--- config.mk ---
export PLATFORM = sky130hd
export DESIGN_NAME = dpf_cell
export DESIGN_NICKNAME = d
export VERILOG_FILES = /design/src/rtl/core/dpf_pkg.sv /design/src/rtl/core/dpf_cell.sv
export SDC_FILE = /design/constraint.sdc
export NUM_CORES = 1
export LEC_CHECK = 0
export BUFFER_PORTS_ARGS = -buffer_cell sky130_fd_sc_hd__buf_2
export CORE_MARGIN = 10
export CORE_UTILIZATION = 23
export DETAILED_ROUTE_END_ITERATION = 7
export PLACE_DENSITY = 0.5
export SLEW_MARGIN = 5
export SYNTH_ARGS = -nofsm -noshare
export SYNTH_HDL_FRONTEND = slang
export SYNTH_SLANG_ARGS = --single-unit
--- constraint.sdc ---
create_clock -name clk -period 7.75 [get_ports clk]
set_input_delay 1.55 -clock clk [delete_from_list [all_inputs] [get_ports clk]]
set_output_delay 1.55 -clock clk [all_outputs]
set_load 0.02 [all_outputs]
--- src/rtl/core/dpf_pkg.sv ---
// Shared types and constants for the de-duplicating packet FIFO.
// Used by the compare cell and by the top level; depends on nothing.
package dpf_pkg;

    localparam int OP_W      = 2;
    localparam int ID_W      = 16;
    localparam int STAMP_W   = 32;
    localparam int COUNT_W   = 7;
    localparam int LIMIT_W   = 7;

    localparam logic [OP_W-1:0]    OP_ADD     = 2'd0;
    localparam logic [OP_W-1:0]    OP_FORWARD = 2'd1;
    localparam logic [OP_W-1:0]    OP_COUNT   = 2'd2;
    localparam logic [OP_W-1:0]    OP_NOP     = 2'd3;

    localparam logic [COUNT_W-1:0] COUNT_MAX   = 7'd127;
    localparam logic [LIMIT_W-1:0] LIMIT_RESET = 7'd64;

    typedef struct packed {
        logic [ID_W-1:0]    src;
        logic [ID_W-1:0]    dst;
        logic [STAMP_W-1:0] stamp;
    } entry_t;

    typedef struct packed {
        logic [OP_W-1:0]    op;
        logic [ID_W-1:0]    src;
        logic [ID_W-1:0]    dst;
        logic [STAMP_W-1:0] stamp;
        logic [STAMP_W-1:0] lo;
        logic [STAMP_W-1:0] hi;
    } req_t;

    // Partial result that ripples down the chain, one cell per cycle.
    typedef struct packed {
        logic               dup;
        logic [COUNT_W-1:0] cnt;
    } scan_t;

    // Per-cell update command issued on the commit cycle.
    typedef struct packed {
        logic shift;
        logic load;
    } cell_ctrl_t;

endpackage

--- src/rtl/core/dpf_cell.sv ---
// One storage and compare cell of the packet chain.
// Depends on dpf_pkg for the entry, request, scan and control types.
module dpf_cell #(
    parameter int IDX   = 0,
    parameter int CNT_W = 7
) (
    input  logic                   clk,
    input  logic                   rst_n,
    input  logic [CNT_W-1:0]       occ,
    input  dpf_pkg::req_t          req,
    input  dpf_pkg::cell_ctrl_t    ctrl,
    input  dpf_pkg::entry_t        next_entry,
    input  dpf_pkg::scan_t         scan_in,
    output dpf_pkg::entry_t        entry,
    output dpf_pkg::scan_t         scan_out
);
    import dpf_pkg::*;

    entry_t entry_reg;
    scan_t  scan_reg;
    scan_t  scan_next;
    logic   held;
    logic   dup_hit;
    logic   cnt_hit;

    // The cell holds a packet when its position is below the occupancy.
    assign held    = (CNT_W'(IDX) < occ);
    assign dup_hit = held && (entry_reg.src == req.src) && (entry_reg.dst == req.dst)
                     && (entry_reg.stamp == req.stamp);
    assign cnt_hit = held && (entry_reg.dst == req.dst)
                     && (entry_reg.stamp >= req.lo) && (entry_reg.stamp <= req.hi);

    always_comb
    begin
        scan_next.dup = scan_in.dup | dup_hit;
        if (scan_in.cnt == COUNT_MAX)
        begin
            scan_next.cnt = COUNT_MAX;
        end
        else
        begin
            scan_next.cnt = scan_in.cnt + COUNT_W'(cnt_hit);
        end
    end

    always_ff @(posedge clk)
    begin
        if (ctrl.load)
        begin
            entry_reg <= '{src: req.src, dst: req.dst, stamp: req.stamp};
        end
        else if (ctrl.shift)
        begin
            entry_reg <= next_entry;
        end
    end

    always_ff @(posedge clk or negedge rst_n)
    begin
        if (!rst_n)
        begin
            scan_reg <= '0;
        end
        else
        begin
            scan_reg <= scan_next;
        end
    end

    assign entry    = entry_reg;
    assign scan_out = scan_reg;

endmodule

# Word-level counts from Yosys, hierarchy flattened
# Cells that the tools add are included.
# word_totals
ram_bits	0
latch_bits	0
regBits	72
romBits	0
wordCells	24
memories	0
input_bits	213
out_inout_bits	72
# classes
div	0
n_eq_ne	4
n_reduce_logical	7
bitwise	1
shifts	0
magnitude_cmp	3
multipliers	0
addsub	1
muxes	3
# op_table
op	n
64-bit two-way mux	2
16-bit == test	2
32-bit == test	1
32-bit >= comparator	1
32-bit <= comparator	1
7-bit by 1-bit adder with 7-bit output	1
7-bit == test, second input constant	1
1-bit by 7-bit < comparator with 1-bit output, first input constant	1
7-bit two-way mux	1
1-bit logical AND	6
2-bit nonzero test	1
1-bit bitwise OR	1

# Logic depth before layout (Yosys ltp)
# Gate-level depths: netlist of the first run.
# logic_depth
depth_word	6
mapped_depth	13

# Worst setup path before layout of the first run
# No wires, ideal clock.
# synth_timing
path_type	input to register
start	in req[29] in the netlist's numbering
end	reg scan_reg (netlist bit scan_out[4])
setup_ps	129
setup_slack_ps	4013
arrival_ps	3608
n_path_buf	0
cell_stages	12
path_cell_list	inv_1 -> ha_1 -> a21o_1 -> a21o_1 -> a2111oi_4 -> o211ai_2 -> a221oi_2 -> ha_1 -> ha_1 -> nand3_1 -> xor2_1 -> nand2_1
# synth_rtl
item	line_no	source
start: declaration	dpf_cell.sv:10	input dpf_pkg::req_t req,
end signal: assignment	dpf_cell.sv:66	scan_reg <= scan_next;
end: declaration	dpf_cell.sv:20	scan_t scan_reg;

==> results.md, run 1 <==
STA:
- The final-report max-slew violation count is 0.
- The top achievable clock speed is ~0.26 GHz.
- The final sum of negative setup slack is 0 ns.
- The portion of the clock cycle consumed by the worst path in the final layout is 50.4%.
- The number of hold violations in the final report is 0.
- The final critical delay including setup and external delays is 3.90 ns.
- Setup repair after global routing left no endpoint under its margin.
- The final count of negative-setup-slack endpoints is 0.
- The pin slew with the least headroom to its limit is between 1 and 1.5 ns.
- The relative max-transition margin is 31.1%.
- For the final database, setup skew stands at 0.00798 ns.
- Final hold analysis gives a worst-case slack of around 0.87 ns.

Routing:
- The detailed-route vias per instance is about 4.2.
- Signal routing reaches up to met5.
- Summing over every cut layer, the via total after detailed routing is roughly 4,600.
- The remaining antenna violation count is 0.
- The detailed-route wire length on metal 1 is just under 9000 um.
- In the detailed route, the total length drawn on met2 is between 10,000 and 15,000 um.
- The first detailed-routing pass ran for 4 iterations.
- The number of DRC markers in iteration 0 is between 100 and 150.
- In the final routed layout, each cell accounts on average for about 19 um.
- The detailed route wirelength on metal3 is between 1500 and 2000 um.
- The number of remaining DRC errors is 0.
- Summed over all layers, the routed wires come to 20,900 um.

Clock network:
- The root buffer cell chosen for the clock tree is sky130_fd_sc_hd__clkbuf_16.
- The number of buffers added to fix hold violations after cts is 0.
- TritonCTS built the clock tree.
- The H-tree level count is 3.
- The maximum buffer depth of the clock tree is 2.
- Clock-pin slew was measured on the worst setup and hold paths at 0.06 ns.
- In this run the post-CTS setup repair buffer count came out at 0.
- Clock tree synthesis inserted a total of 9 buffers.
- The clock net in this run drives a total of between 70 and 80 sinks.
- The post-cts repair resize count is 0.
- For the worst-skew pair, the clock arrives at the later sink with an insertion delay of 0.34 ns.

Global route:
- The aggregate global-route resource usage is 13.7%.
- The first-pass GRT wire length is 31,200 um.
- The number of global-route vias before repair is around 5,000.
- Entering global routing, the biggest net connects 65 pins.
- The number of antenna violations at the first check in global routing was 7.
- The total overflow left after global routing is 0.

Synth:
- The part of the Yosys area used for sequential elements is between 30% and 40%.
- The commonest register cell after synthesis is sky130_fd_sc_hd__edfxtp_1.
- The proportion of synthesized area in mux cells is between 10% and 20%.
- The share of the synthesized area in compound gates (AO/OA/AOI/OAI) is under 10%.
- In this run, distinct cell masters in the synthesized netlist total between 40 and 50.
- Yosys attributes the largest share of cell area to sky130_fd_sc_hd__edfxtp_1 (36%), sky130_fd_sc_hd__ha_1 (15%), sky130_fd_sc_hd__mux2_2 (13%).
- Of the total synthesized cell area, the portion taken by full adders, half adders and majority gates is 15.3%.
- The xor and xnor fraction of the mapped netlist area is ~11%.
- By instance count, the leading cell after synthesis is sky130_fd_sc_hd__ha_1.
- The synthesized flop and latch total is between 70 and 80.
- The fraction of synthesized cell area taken by the top area cell type is a little over a third.
- The top cell type by total area after synthesis is sky130_fd_sc_hd__edfxtp_1.
- Synthesis produced a netlist with a net count of 750.
- Yosys printed 0 warnings.
- The average instance in the mapped netlist occupies 11.4 um^2.
- The total standard cell area after synthesis is approximately 5400 um^2.
- The dominant combinational cell family by area after synthesis is adder cells.
- By count the netlist is led by sky130_fd_sc_hd__ha_1 (66), sky130_fd_sc_hd__edfxtp_1 (64), sky130_fd_sc_hd__inv_1 (64), sky130_fd_sc_hd__mux2_2 (64), sky130_fd_sc_hd__xnor2_1 (61).
- The simple-gate area share of the yosys netlist is between 8 and 9%.
- The synthesized design contains 64 enable-type register cells.
- The cell count after synthesis came out at about 470.
- The async set-or-reset flop fraction in the synthesized netlist is about 11%.

Worst setup path:
- The category of the worst setup path launch point is a primary input.
- The register-to-register setup slack is around 4.6 ns.
- In this run the critical register-to-register path is captured at scan_out[4]$_DFF_PN0_.
- The worst register-to-register path begins at entry[1]$_DFFE_PP_.
- The highest fanout seen on the critical path is 4.
- The category of the critical setup timing path is in -> reg.
- The largest single stage delay on the critical path is around 0.45 ns.
- Together, buffers and inverters on the worst path number 2.
- Counting stages on the worst path, the most repeated cell is sky130_fd_sc_hd__ha_1.
- Data on the critical path arrives at its endpoint at between 4 and 5 ns.
- Measured in cells, the most critical reg-to-reg path has a length of 12.
- STA classifies the critical path endpoint as a flip-flop.
- The critical path goes through buf_2, inv_1, ha_1, nor2b_1, o211ai_1, a2111oi_0, o31ai_1, o211ai_2, a221oi_2, ha_1, ha_1, nand3_1, xor2_1, nand2_1.
- The required time reported for the critical path endpoint is between 7 and 8 ns.
- The slowest cell on the critical path is sky130_fd_sc_hd__o31ai_1.
- The cell family contributing the most delay on the critical path is compound AO/OA/AOI/OAI gates.

Cells and area:
- Of the cells placed in the final design, the portion with a size suffix greater than 1 is 48.8%.
- The register with the most flip-flops in the layout has 64 of them.
- The number of filler instances in the final layout is around 2,400.
- In the final design database the tool counted 1,037 nets.
- The signed area change from the synthesized netlist to the final layout is 38.7%.

Die:
- The row count is 55.
- The vertical die dimension is between 150 and 200 um.
- Once the floorplan was initialized, standard cells occupied a little under a quarter of the core.
- The floorplan core area is roughly 23,000 um^2.
- The I/O pin count is around 290.
- The full die area is roughly 30,000 um^2.
- The die width is roughly 170 um.

Pwr:
- The switching portion of total power is about a third.
- For this design the total switching power over the nets is between 400 and 500 uW.
- The sequential power share is between 30% and 40%.
- The proportion of power drawn by combinational gates is between 20% and 30%.
- For this design the static power due to leakage is between 3 and 4 nW.
- Per report_power, the clock group accounts for between 30% and 40% of the total.
- The power density relative to cell area is between 150 and 200 nW/um^2.
- VDD sags by at most ~0.090 mV.
- Cell internal power was estimated by the tool at 896 uW.

Placed design:
- The number of port buffers is ~280.
- The detailed placement HPWL is roughly 18,000 um.
- The final RePlAce weighted congestion is slightly below 0.8.

Min path:
- The startpoint of the most critical hold path is entry[43]$_DFFE_PP_.
- The tightest min-delay check is of the reg -> reg type.
- The path with the worst hold slack has its endpoint at scan_out[7]$_DFF_PN0_.
- The worst hold path stage count is 4.

Run status:
- The run finished with clean final reports.

Job:
- The number of violations of the max-capacitance limit is 0.
==> cells in the final DEF (no fill, tap or decap), types with 5 or more instances in the layout <==
cell type,instances
sky130_fd_sc_hd__a21o_1,11
sky130_fd_sc_hd__a21oi_1,18
sky130_fd_sc_hd__buf_2,281
sky130_fd_sc_hd__clkbuf_16,9
sky130_fd_sc_hd__dfrtp_1,8
sky130_fd_sc_hd__edfxtp_1,64
sky130_fd_sc_hd__ha_1,66
sky130_fd_sc_hd__inv_1,64
sky130_fd_sc_hd__mux2_2,64
sky130_fd_sc_hd__nand2_1,12
sky130_fd_sc_hd__nand3_1,9
sky130_fd_sc_hd__nand4_1,27
sky130_fd_sc_hd__nor2_1,5
sky130_fd_sc_hd__xnor2_1,61
sky130_fd_sc_hd__xor2_1,7
==> power by group through the flow <==
stage	registers, mW	clock network, mW	logic, mW
after floorplan	0.563	0	0.175
after global placement	0.525	0	0.385
after detailed placement	0.526	0	0.386
after CTS	0.518	0.456	0.388
after global routing	0.524	0.466	0.425
final	0.516	0.435	0.377
==> per-layer routing <==
metal | track usage [%] | up-vias
li1 | - | 2294
met1 | 16.0 | 2075
met2 | 22.7 | 171
met3 | 5.95 | 14
met4 | 2.80 | 4
met5 | 0 | -
==> worst max path at each step <==
stage | start | end | slack (ns) | cells past startpoint
after floorplan | req[29] | scan_out[4]$_DFF_PN0_ | 4.01 | 12
after global placement | req[1] | scan_out[4]$_DFF_PN0_ | 3.44 | 14
after detailed placement | req[1] | scan_out[4]$_DFF_PN0_ | 3.42 | 14
after CTS | req[1] | scan_out[4]$_DFF_PN0_ | 3.78 | 14
after global routing | req[1] | scan_out[4]$_DFF_PN0_ | 3.55 | 14
final | req[1] | scan_out[4]$_DFF_PN0_ | 3.85 | 14
==> worst reg2reg max path: stages, from the launching register on <==
cell and delay (ns):
sky130_fd_sc_hd__edfxtp_1 0.51, sky130_fd_sc_hd__ha_1 0.35, sky130_fd_sc_hd__nor2b_1 0.13, sky130_fd_sc_hd__o211ai_1 0.16
sky130_fd_sc_hd__a2111oi_0 0.16, sky130_fd_sc_hd__o31ai_1 0.45, sky130_fd_sc_hd__o211ai_2 0.20, sky130_fd_sc_hd__a221oi_2 0.27
sky130_fd_sc_hd__ha_1 0.24, sky130_fd_sc_hd__ha_1 0.24, sky130_fd_sc_hd__nand3_1 0.11, sky130_fd_sc_hd__xor2_1 0.14
sky130_fd_sc_hd__nand2_1 0.07
==> final cells by class <==
type	instances	area (um^2)	share of cell area, %
Multi-Input combinational cell	328	3000	40.1
Sequential cell	72	2120	28.4
Timing Repair Buffer	283	1420	19.0
Tap cell	313	392	5.24
Inverter	64	240	3.21
Clock buffer	9	225	3.01
Clock inverter	6	68.8	0.921
Antenna cell	4	10.0	0.134
==> stage by stage <==
step | instances | worst slack [ns] | area (um^2) | power, mW | util (%)
5_1_grt | 1077 | 3.55 | 7470 | 1.42 | 32.7
6_report | 1079 | 3.85 | 7470 | 1.33 | 32.7
3_3_place_gp | 1060 | 3.44 | 7170 | 0.909 | 31.4
3_5_place_dp | 1060 | 3.42 | 7170 | 0.912 | 31.4
2_1_floorplan | 471 | 4.01 | 5390 | 0.739 | -
4_1_cts | 1075 | 3.78 | 7460 | 1.36 | 32.7
==> kinds of logic after synthesis <==
logic type	after synthesis
flip-flops	72
adder cells (fa/ha/maj)	66
AO/OA/AOI/OAI	53
XOR/XNOR	68
AND/OR/NAND/NOR	77
buffers and inverters	71
multiplexers	64
(Power assumes the default switching activity.)
==> inputs of run 2 (changes only) <==
--- a/config.mk
+++ b/config.mk
@@ -9,7 +9,7 @@
 export CORE_MARGIN = 10
 export CORE_UTILIZATION = 23
 export DETAILED_ROUTE_END_ITERATION = 7
-export PLACE_DENSITY = 0.5
+export PLACE_DENSITY = 0.51
 export SLEW_MARGIN = 5
 export SYNTH_ARGS = -nofsm -noshare
 export SYNTH_HDL_FRONTEND = slang
==> constraint.sdc (replaced) <==
create_clock -name clk -period 3.4 [get_ports clk]
set_input_delay 0.68 -clock clk [delete_from_list [all_inputs] [get_ports clk]]
set_output_delay 0.68 -clock clk [all_outputs]
set_load 0.02 [all_outputs]
==> results.md, run 2 (synthesis results as in run 1) <==
STA:
- The top achievable clock speed is approximately 0.32 GHz.
- Clock skew on the completed layout was measured at between 0.01 and 0.015 ns.
- The clock period could shrink to ~3.1 ns.
- In this run the tightest slew margin relative to its limit is 64.2%.
- The final sum of negative setup slack is 0 ns.
- The minimum hold slack is ~0.16 ns.
- The number of hold violations in the final report is 0.
- The final-report max-slew violation count is 0.
- Setup violations remaining at the end of the flow were counted as 0.
- After layout, the worst setup slack is approximately 0.25 ns.
- The pin slew with the least headroom to its limit is 0.537 ns.
- Setup repair after global routing left no endpoint under its margin.
- The portion of the clock cycle consumed by the worst path in the final layout is a little over 90%.

Pwr:
- The power density relative to cell area is roughly 400 nW/um^2.
- Power comes to 3.04 mW.
- The maximum ir drop on the vdd rail is roughly 0.24 mV.
- The static leakage is between 3 and 4 nW.

Clock network:
- After clock tree synthesis, the clock-pin slew on the worst setup and hold paths is 0.07 ns.
- At the later pin of the worst-skew pair, clock insertion delay measures 0.35 ns.
- TritonCTS built the clock tree.
- The buffer cell driving the clock tree root is sky130_fd_sc_hd__clkbuf_16.
- Counting the buffers created by CTS gives 9.
- The H-tree level count is 3.
- No sink is reached through more buffers than the 2 on the longest clock path.
- The number of sinks driven by the clock tree is around 70.
- Once the clock tree was built, the setup fixing pass inserted 0 buffers.
- Buffers inserted to repair hold after CTS numbered 0.
- The post-cts repair resize count is 0.

Cells and area:
- The area growth from synthesis to layout is 39.7%.
- At the end of the flow the core is filled with cells to roughly a third.
- The share of cells above drive strength 1 is 49.1%.
- The library cells used most frequently in the layout, excluding fill and tap cells, are sky130_fd_sc_hd__buf_2 (281), sky130_fd_sc_hd__ha_1 (66), sky130_fd_sc_hd__inv_1 (64), sky130_fd_sc_hd__mux2_2 (64), sky130_fd_sc_hd__edfxtp_1 (64).
- For this run, the number of standard cells in the final layout without fillers is around 1,100.
- The sequential cell area is 2120 um^2.
- At the end of the flow, the number of nets in the layout was approximately 1,000.
- The register with the most flip-flops in the layout has 64 of them.
- The most frequent standard cell in the layout excluding fill and tap cells is sky130_fd_sc_hd__buf_2.
- Once layout is done, the placed cells without fillers occupy ~7500 um^2.
- The multi-input combinational cells in the finished layout cover a total of roughly 3000 um^2.
- The number of filler instances in the final layout is between 2,000 and 2,500.

Routing:
- For this run, design rule violations remaining after detail routing come to 0.
- Dividing the detail-routed via count by the number of cells gives around 4.3.
- Before antenna repair, the detailed router went through 4 iterations.
- The via total after detailed routing is about 4,600.
- The routed design has approximately 21,000 um of wire.
- For this block, the initial DRC count from the detailed router was between 100 and 150.
- The remaining antenna violation count is 0.
- Dividing the detail-routed wire length by the instance count gives approximately 19 um.

Run status:
- The run finished with clean final reports.

Die:
- Once the floorplan was initialized, standard cells occupied a little under a quarter of the core.
- Measured along the x axis, the die boundary spans about 170 um.
- During I/O placement, the number of pins put on the boundary was roughly 290.
- The row count is between 50 and 60.
- The die covers between 20,000 and 30,000 um^2.
- Measured along the y axis, the die boundary spans ~170 um.
- The floorplan core area is roughly 23,000 um^2.

Global route:
- The first-pass GRT wire length is approximately 31,000 um.
- Global routing finished with a remaining overflow of 0.
- The aggregate global-route resource usage is 13.6%.
- The number of global-route vias before repair is 5,116.
- The largest net degree at the start of global routing is 65.
- The number of antenna violations at the first check in global routing was 6.

Placed design:
- The count of buffers added on input and output ports is between 200 and 300.
- The final RePlAce weighted congestion is just over 0.8.
- The post-place setup slack is -0.0396 ns.
- The placed standard-cell area is between 7000 and 8000 um^2.
- The detailed placement HPWL is 17,700 um.
- The number of placed instances, taps included is approximately 1,100.

Worst setup path:
- The worst setup path is captured at a flip-flop.
- The required time reported for the critical path endpoint is around 3.6 ns.
- The startpoint of the lowest-slack register-to-register path is entry[28]$_DFFE_PP_.
- Along the worst path, the maximum fanout reaches 4.
- Across all register-to-register paths, the minimum setup slack is approximately 0.25 ns.
- The category of the critical setup timing path is reg -> reg.
- The endpoint identified for the worst register-to-register timing path is scan_out[4]$_DFF_PN0_.
- The depth of the worst register-to-register path is 12.
- STA classifies the critical path startpoint as a flip-flop.
- For the worst setup path, the data arrival time is roughly 3.4 ns.

Min path:
- In this run the worst hold path is classified as in -> async.

Job:
- The tool flagged a number of max-cap violations equal to 0.
[run 2: power breakdown]
group	switching [mW]	internal [mW]	leakage, nW	total (mW)
sequential	0.0997	1.08	0.745	1.18
combinational	0.465	0.402	2.68	0.866
clock	0.424	0.570	0.142	0.994
[run 2: worst max-delay path, cell delays in order (launching register included)]
cell,delay (ns)
sky130_fd_sc_hd__edfxtp_1,0.54
sky130_fd_sc_hd__ha_1,0.34
sky130_fd_sc_hd__nand4_1,0.17
sky130_fd_sc_hd__or3_1,0.44
sky130_fd_sc_hd__nor2_1,0.24
sky130_fd_sc_hd__o41ai_1,0.12
sky130_fd_sc_hd__buf_4,0.15
sky130_fd_sc_hd__a221oi_2,0.25
sky130_fd_sc_hd__ha_1,0.23
sky130_fd_sc_hd__ha_1,0.23
sky130_fd_sc_hd__nand3_1,0.10
sky130_fd_sc_hd__xor2_1,0.14
sky130_fd_sc_hd__nand2_1,0.06
[run 2: worst max-delay path by stage]
stage | endpoint | cells past startpoint | from
2_1_floorplan | scan_out[4]$_DFF_PN0_ | 12 | req[29]
3_3_place_gp | scan_out[4]$_DFF_PN0_ | 15 | req[1]
3_5_place_dp | scan_out[4]$_DFF_PN0_ | 15 | req[1]
4_1_cts | scan_out[4]$_DFF_PN0_ | 13 | entry[1]$_DFFE_PP_
5_1_grt | scan_out[4]$_DFF_PN0_ | 12 | entry[29]$_DFFE_PP_
6_report | scan_out[4]$_DFF_PN0_ | 12 | entry[28]$_DFFE_PP_
[run 2: cell type report]
cell class / count / area share (%)
clock inverters: 6 / 0.914
well taps: 313 / 5.20
repair buffers: 287 / 19.6
inverters: 64 / 3.19
diodes: 3 / 0.0997
clock buffers: 9 / 2.99
multi-input cells: 328 / 39.8
flip-flops and latches: 72 / 28.2
[run 2: layer usage]
| layer | track usage [%] | vias to the layer above | share of wire, % |
|---|---|---|---|
| met5 | 0 | - | 0.16 |
| met4 | 3.20 | 6 | 1.4 |
| met3 | 5.66 | 22 | 8.6 |
| met2 | 23.1 | 177 | 48 |
| met1 | 15.6 | 2085 | 41 |
| li1 | - | 2316 | - |
==> inputs of run 3 (changes only) <==
--- a/config.mk
+++ b/config.mk
@@ -5,10 +5,11 @@
 export SDC_FILE = /design/constraint.sdc
 export NUM_CORES = 1
 export LEC_CHECK = 0
-export BUFFER_PORTS_ARGS = -buffer_cell sky130_fd_sc_hd__buf_2
+export BUFFER_PORTS_ARGS = -buffer_cell sky130_fd_sc_hd__buf_4
 export CORE_MARGIN = 10
 export CORE_UTILIZATION = 23
 export DETAILED_ROUTE_END_ITERATION = 7
+export GPL_ROUTABILITY_DRIVEN = 0
 export PLACE_DENSITY = 0.51
 export SLEW_MARGIN = 5
 export SYNTH_ARGS = -nofsm -noshare
==> results.md, run 3 (synthesis results as in run 1) <==
STA:
- The relative max-transition margin is 58.3%.
- The number of hold violations in the final report came to 0.
- For the pin with the worst max-slew slack, the measured transition is 0.609 ns.
- The top achievable clock speed is 0.328 GHz.
- The portion of the clock cycle consumed by the worst path in the final layout is around 90%.
- The setup clock skew after layout is 0.0130 ns.
- The final-report max-slew violation count is 0.
- The final count of negative-setup-slack endpoints is 0.
- The worst path meets setup with ~0.35 ns of slack.
- Setup repair after global routing left no endpoint under its margin.
- The final critical delay including setup and external delays is ~3.1 ns.

Routing:
- The via total after detailed routing is between 4,000 and 5,000.
- After the first detailed-routing iteration, the DRC count stood at 151.
- After detailed routing, the average wire length per cell comes to between 15 and 20 um.
- The routed design has roughly 21,000 um of wire.
- The detail route stage leaves a number of antenna-violating nets equal to 0.
- The number of remaining DRC errors is 0.
- Using the TritonRoute via totals, the vias-per-cell ratio works out to about 4.3.
- The first detailed-routing pass ran for 4 iterations.

Clock network:
- The buffer cell driving the clock tree root is sky130_fd_sc_hd__clkbuf_16.
- The clock insertion delay at the later pin of the skew report is 0.35 ns.
- After clock tree synthesis, the clock-pin slew on the worst setup and hold paths is around 0.070 ns.
- TritonCTS built the clock tree.
- The number of setup buffers added after CTS is 0.
- In this run the number of H-tree levels came out at 3.
- Buffers inserted during clock tree synthesis total 9.
- The number of buffers added to fix hold violations after cts is 0.
- For this design, the sink count on the clock tree is 72.
- The maximum buffer depth of the clock tree is 2.
- Post-CTS repair changed the size of 0 cells.

Global route:
- The aggregate global-route resource usage is 13.9%.
- After global routing the overflow that remains totals 0.
- The number of global-route vias before repair is just over 5,000.
- The first-pass GRT wire length is about 32,000 um.
- The number of antenna violations at the first check in global routing is 2.
- The largest net degree at the start of global routing is 65.

Pwr:
- Combinational cells account for 31.1% of the total power.
- The power share of the clock group is a little under a third.
- The internal power of the cells totals between 2 and 2.5 mW.
- The static leakage is between 3 and 4 nW.
- The sequential power share is 37.2%.
- The worst-case IR drop observed on VDD is around 0.21 mV.
- For this design the total switching power over the nets is ~1000 uW.
- The power density relative to cell area is 384 nW/um^2.
- The switching portion of total power is a little under a third.

Placed design:
- The detailed placement HPWL is approximately 18,000 um.
- The placed standard-cell area is between 7000 and 8000 um^2.
- Prior to clock tree synthesis, the placed netlist has a worst setup slack of -0.0328 ns.
- Port buffering added ~280 buffers.

Die:
- The floorplan core area is around 23,000 um^2.
- For this configuration, the core starts out at a cell density of 23.6%.
- The row count is 55.
- The die covers between 20,000 and 30,000 um^2.
- The die width is 173 um.
- The vertical die dimension is approximately 170 um.
- roughly 290 I/O pins were placed.

Cells and area:
- The number of flip-flops in the largest register is 64.
- In the final layout, the share of cells above drive strength 1 is approximately half.
- The post-layout instance area is about 8300 um^2.
- At the end of the flow, the number of nets in the layout was between 1,000 and 1,500.
- The signed area change from the synthesized netlist to the final layout is 53.1%.
- The most frequent standard cell in the layout excluding fill and tap cells is sky130_fd_sc_hd__buf_4.
- In the layout the commonest cells are sky130_fd_sc_hd__buf_4 (286), sky130_fd_sc_hd__ha_1 (66), sky130_fd_sc_hd__inv_1 (64), sky130_fd_sc_hd__mux2_2 (64), sky130_fd_sc_hd__edfxtp_1 (64).
- The number of filler instances in the final layout is 2,375.

Worst setup path:
- The required time reported for the critical path endpoint is approximately 3.6 ns.
- The highest fanout seen on the critical path is 4.
- The worst setup path is launched from a flip-flop.
- By startpoint and endpoint, the worst setup path is classified as reg -> reg.
- The worst setup path is captured at a flip-flop.
- The critical path data arrival time is ~3.3 ns.

Job:
- The number of violations of the max-capacitance limit is 0.

Run status:
- The flow ran to the end, and the final reports show no timing, DRC or antenna violations.

Min path:
- The class of the tightest hold or removal check is in -> async.
-- run 3: area by class of cell --
| cell class | instances | area, um^2 | share of cell area, % |
|---|---|---|---|
| clock buffers | 9 | 225 | 2.73 |
| diodes | 2 | 5.00 | 0.0607 |
| inverters | 64 | 240 | 2.91 |
| clock inverters | 7 | 76.3 | 0.925 |
| well taps | 313 | 392 | 4.75 |
| repair buffers | 288 | 2190 | 26.5 |
| flip-flops and latches | 72 | 2120 | 25.7 |
| multi-input cells | 328 | 3000 | 36.4 |
-- run 3: power groups by stage --
stage               clock network, mW  registers (mW)  logic, mW
floorplan                           0            1.28      0.399
global placement                    0            1.20       1.00
detailed placement                  0            1.20       1.01
CTS                              1.06            1.18       1.01
global route                     1.09            1.20       1.09
finish                           1.01            1.18      0.986
-- run 3: path summary, 6_finish.rpt --
path,start,end,slack [ns],cells after the start
min,rst_n,scan_out[1]$_DFF_PN0_,0.14,1
min reg2reg,entry[43]$_DFFE_PP_,scan_out[7]$_DFF_PN0_,0.90,4
max reg2reg,entry[29]$_DFFE_PP_,scan_out[6]$_DFF_PN0_,0.35,11
max,entry[29]$_DFFE_PP_,scan_out[6]$_DFF_PN0_,0.35,11
min in group clk,scan_in[4],scan_out[4]$_DFF_PN0_,0.58,3
max in group asynchronous,rst_n,scan_out[7]$_DFF_PN0_,3.12,1
-- run 3: layer usage --
metal | wire, um | vias to the layer above | track usage [%]
met5 | 0 | - | 0
met4 | 259 | 0 | 3.16
met3 | 1870 | 14 | 5.60
met2 | 10600 | 182 | 23.8
met1 | 8790 | 2146 | 16.0
li1 | - | 2308 | -
-- run 3: through the flow --
| stage | std cells | setup TNS (ns) | utilization [%] | power [mW] | hold WS, ns |
|---|---|---|---|---|---|
| floorplan | 471 | 0 | - | 1.68 | 0.384 |
| global placement | 1065 | 0 | 34.7 | 2.20 | 0.505 |
| detailed placement | 1065 | -0.0328 | 34.7 | 2.21 | 0.506 |
| CTS | 1081 | 0 | 36.1 | 3.26 | 0.116 |
| global route | 1082 | 0 | 36.1 | 3.38 | 0.124 |
| finish | 1083 | 0 | 36.1 | 3.17 | 0.142 |
-- run 3: worst max-delay path, cell delays in order, from the launching register on --
cell and delay (ns):
sky130_fd_sc_hd__edfxtp_1 0.51, sky130_fd_sc_hd__ha_1 0.36, sky130_fd_sc_hd__nand4_1 0.14, sky130_fd_sc_hd__or3_1 0.41, sky130_fd_sc_hd__nor2_1 0.29, sky130_fd_sc_hd__o41ai_2 0.16
sky130_fd_sc_hd__a221oi_2 0.28, sky130_fd_sc_hd__ha_1 0.23, sky130_fd_sc_hd__ha_1 0.19, sky130_fd_sc_hd__buf_4 0.12, sky130_fd_sc_hd__a21oi_1 0.05, sky130_fd_sc_hd__o21ai_0 0.20
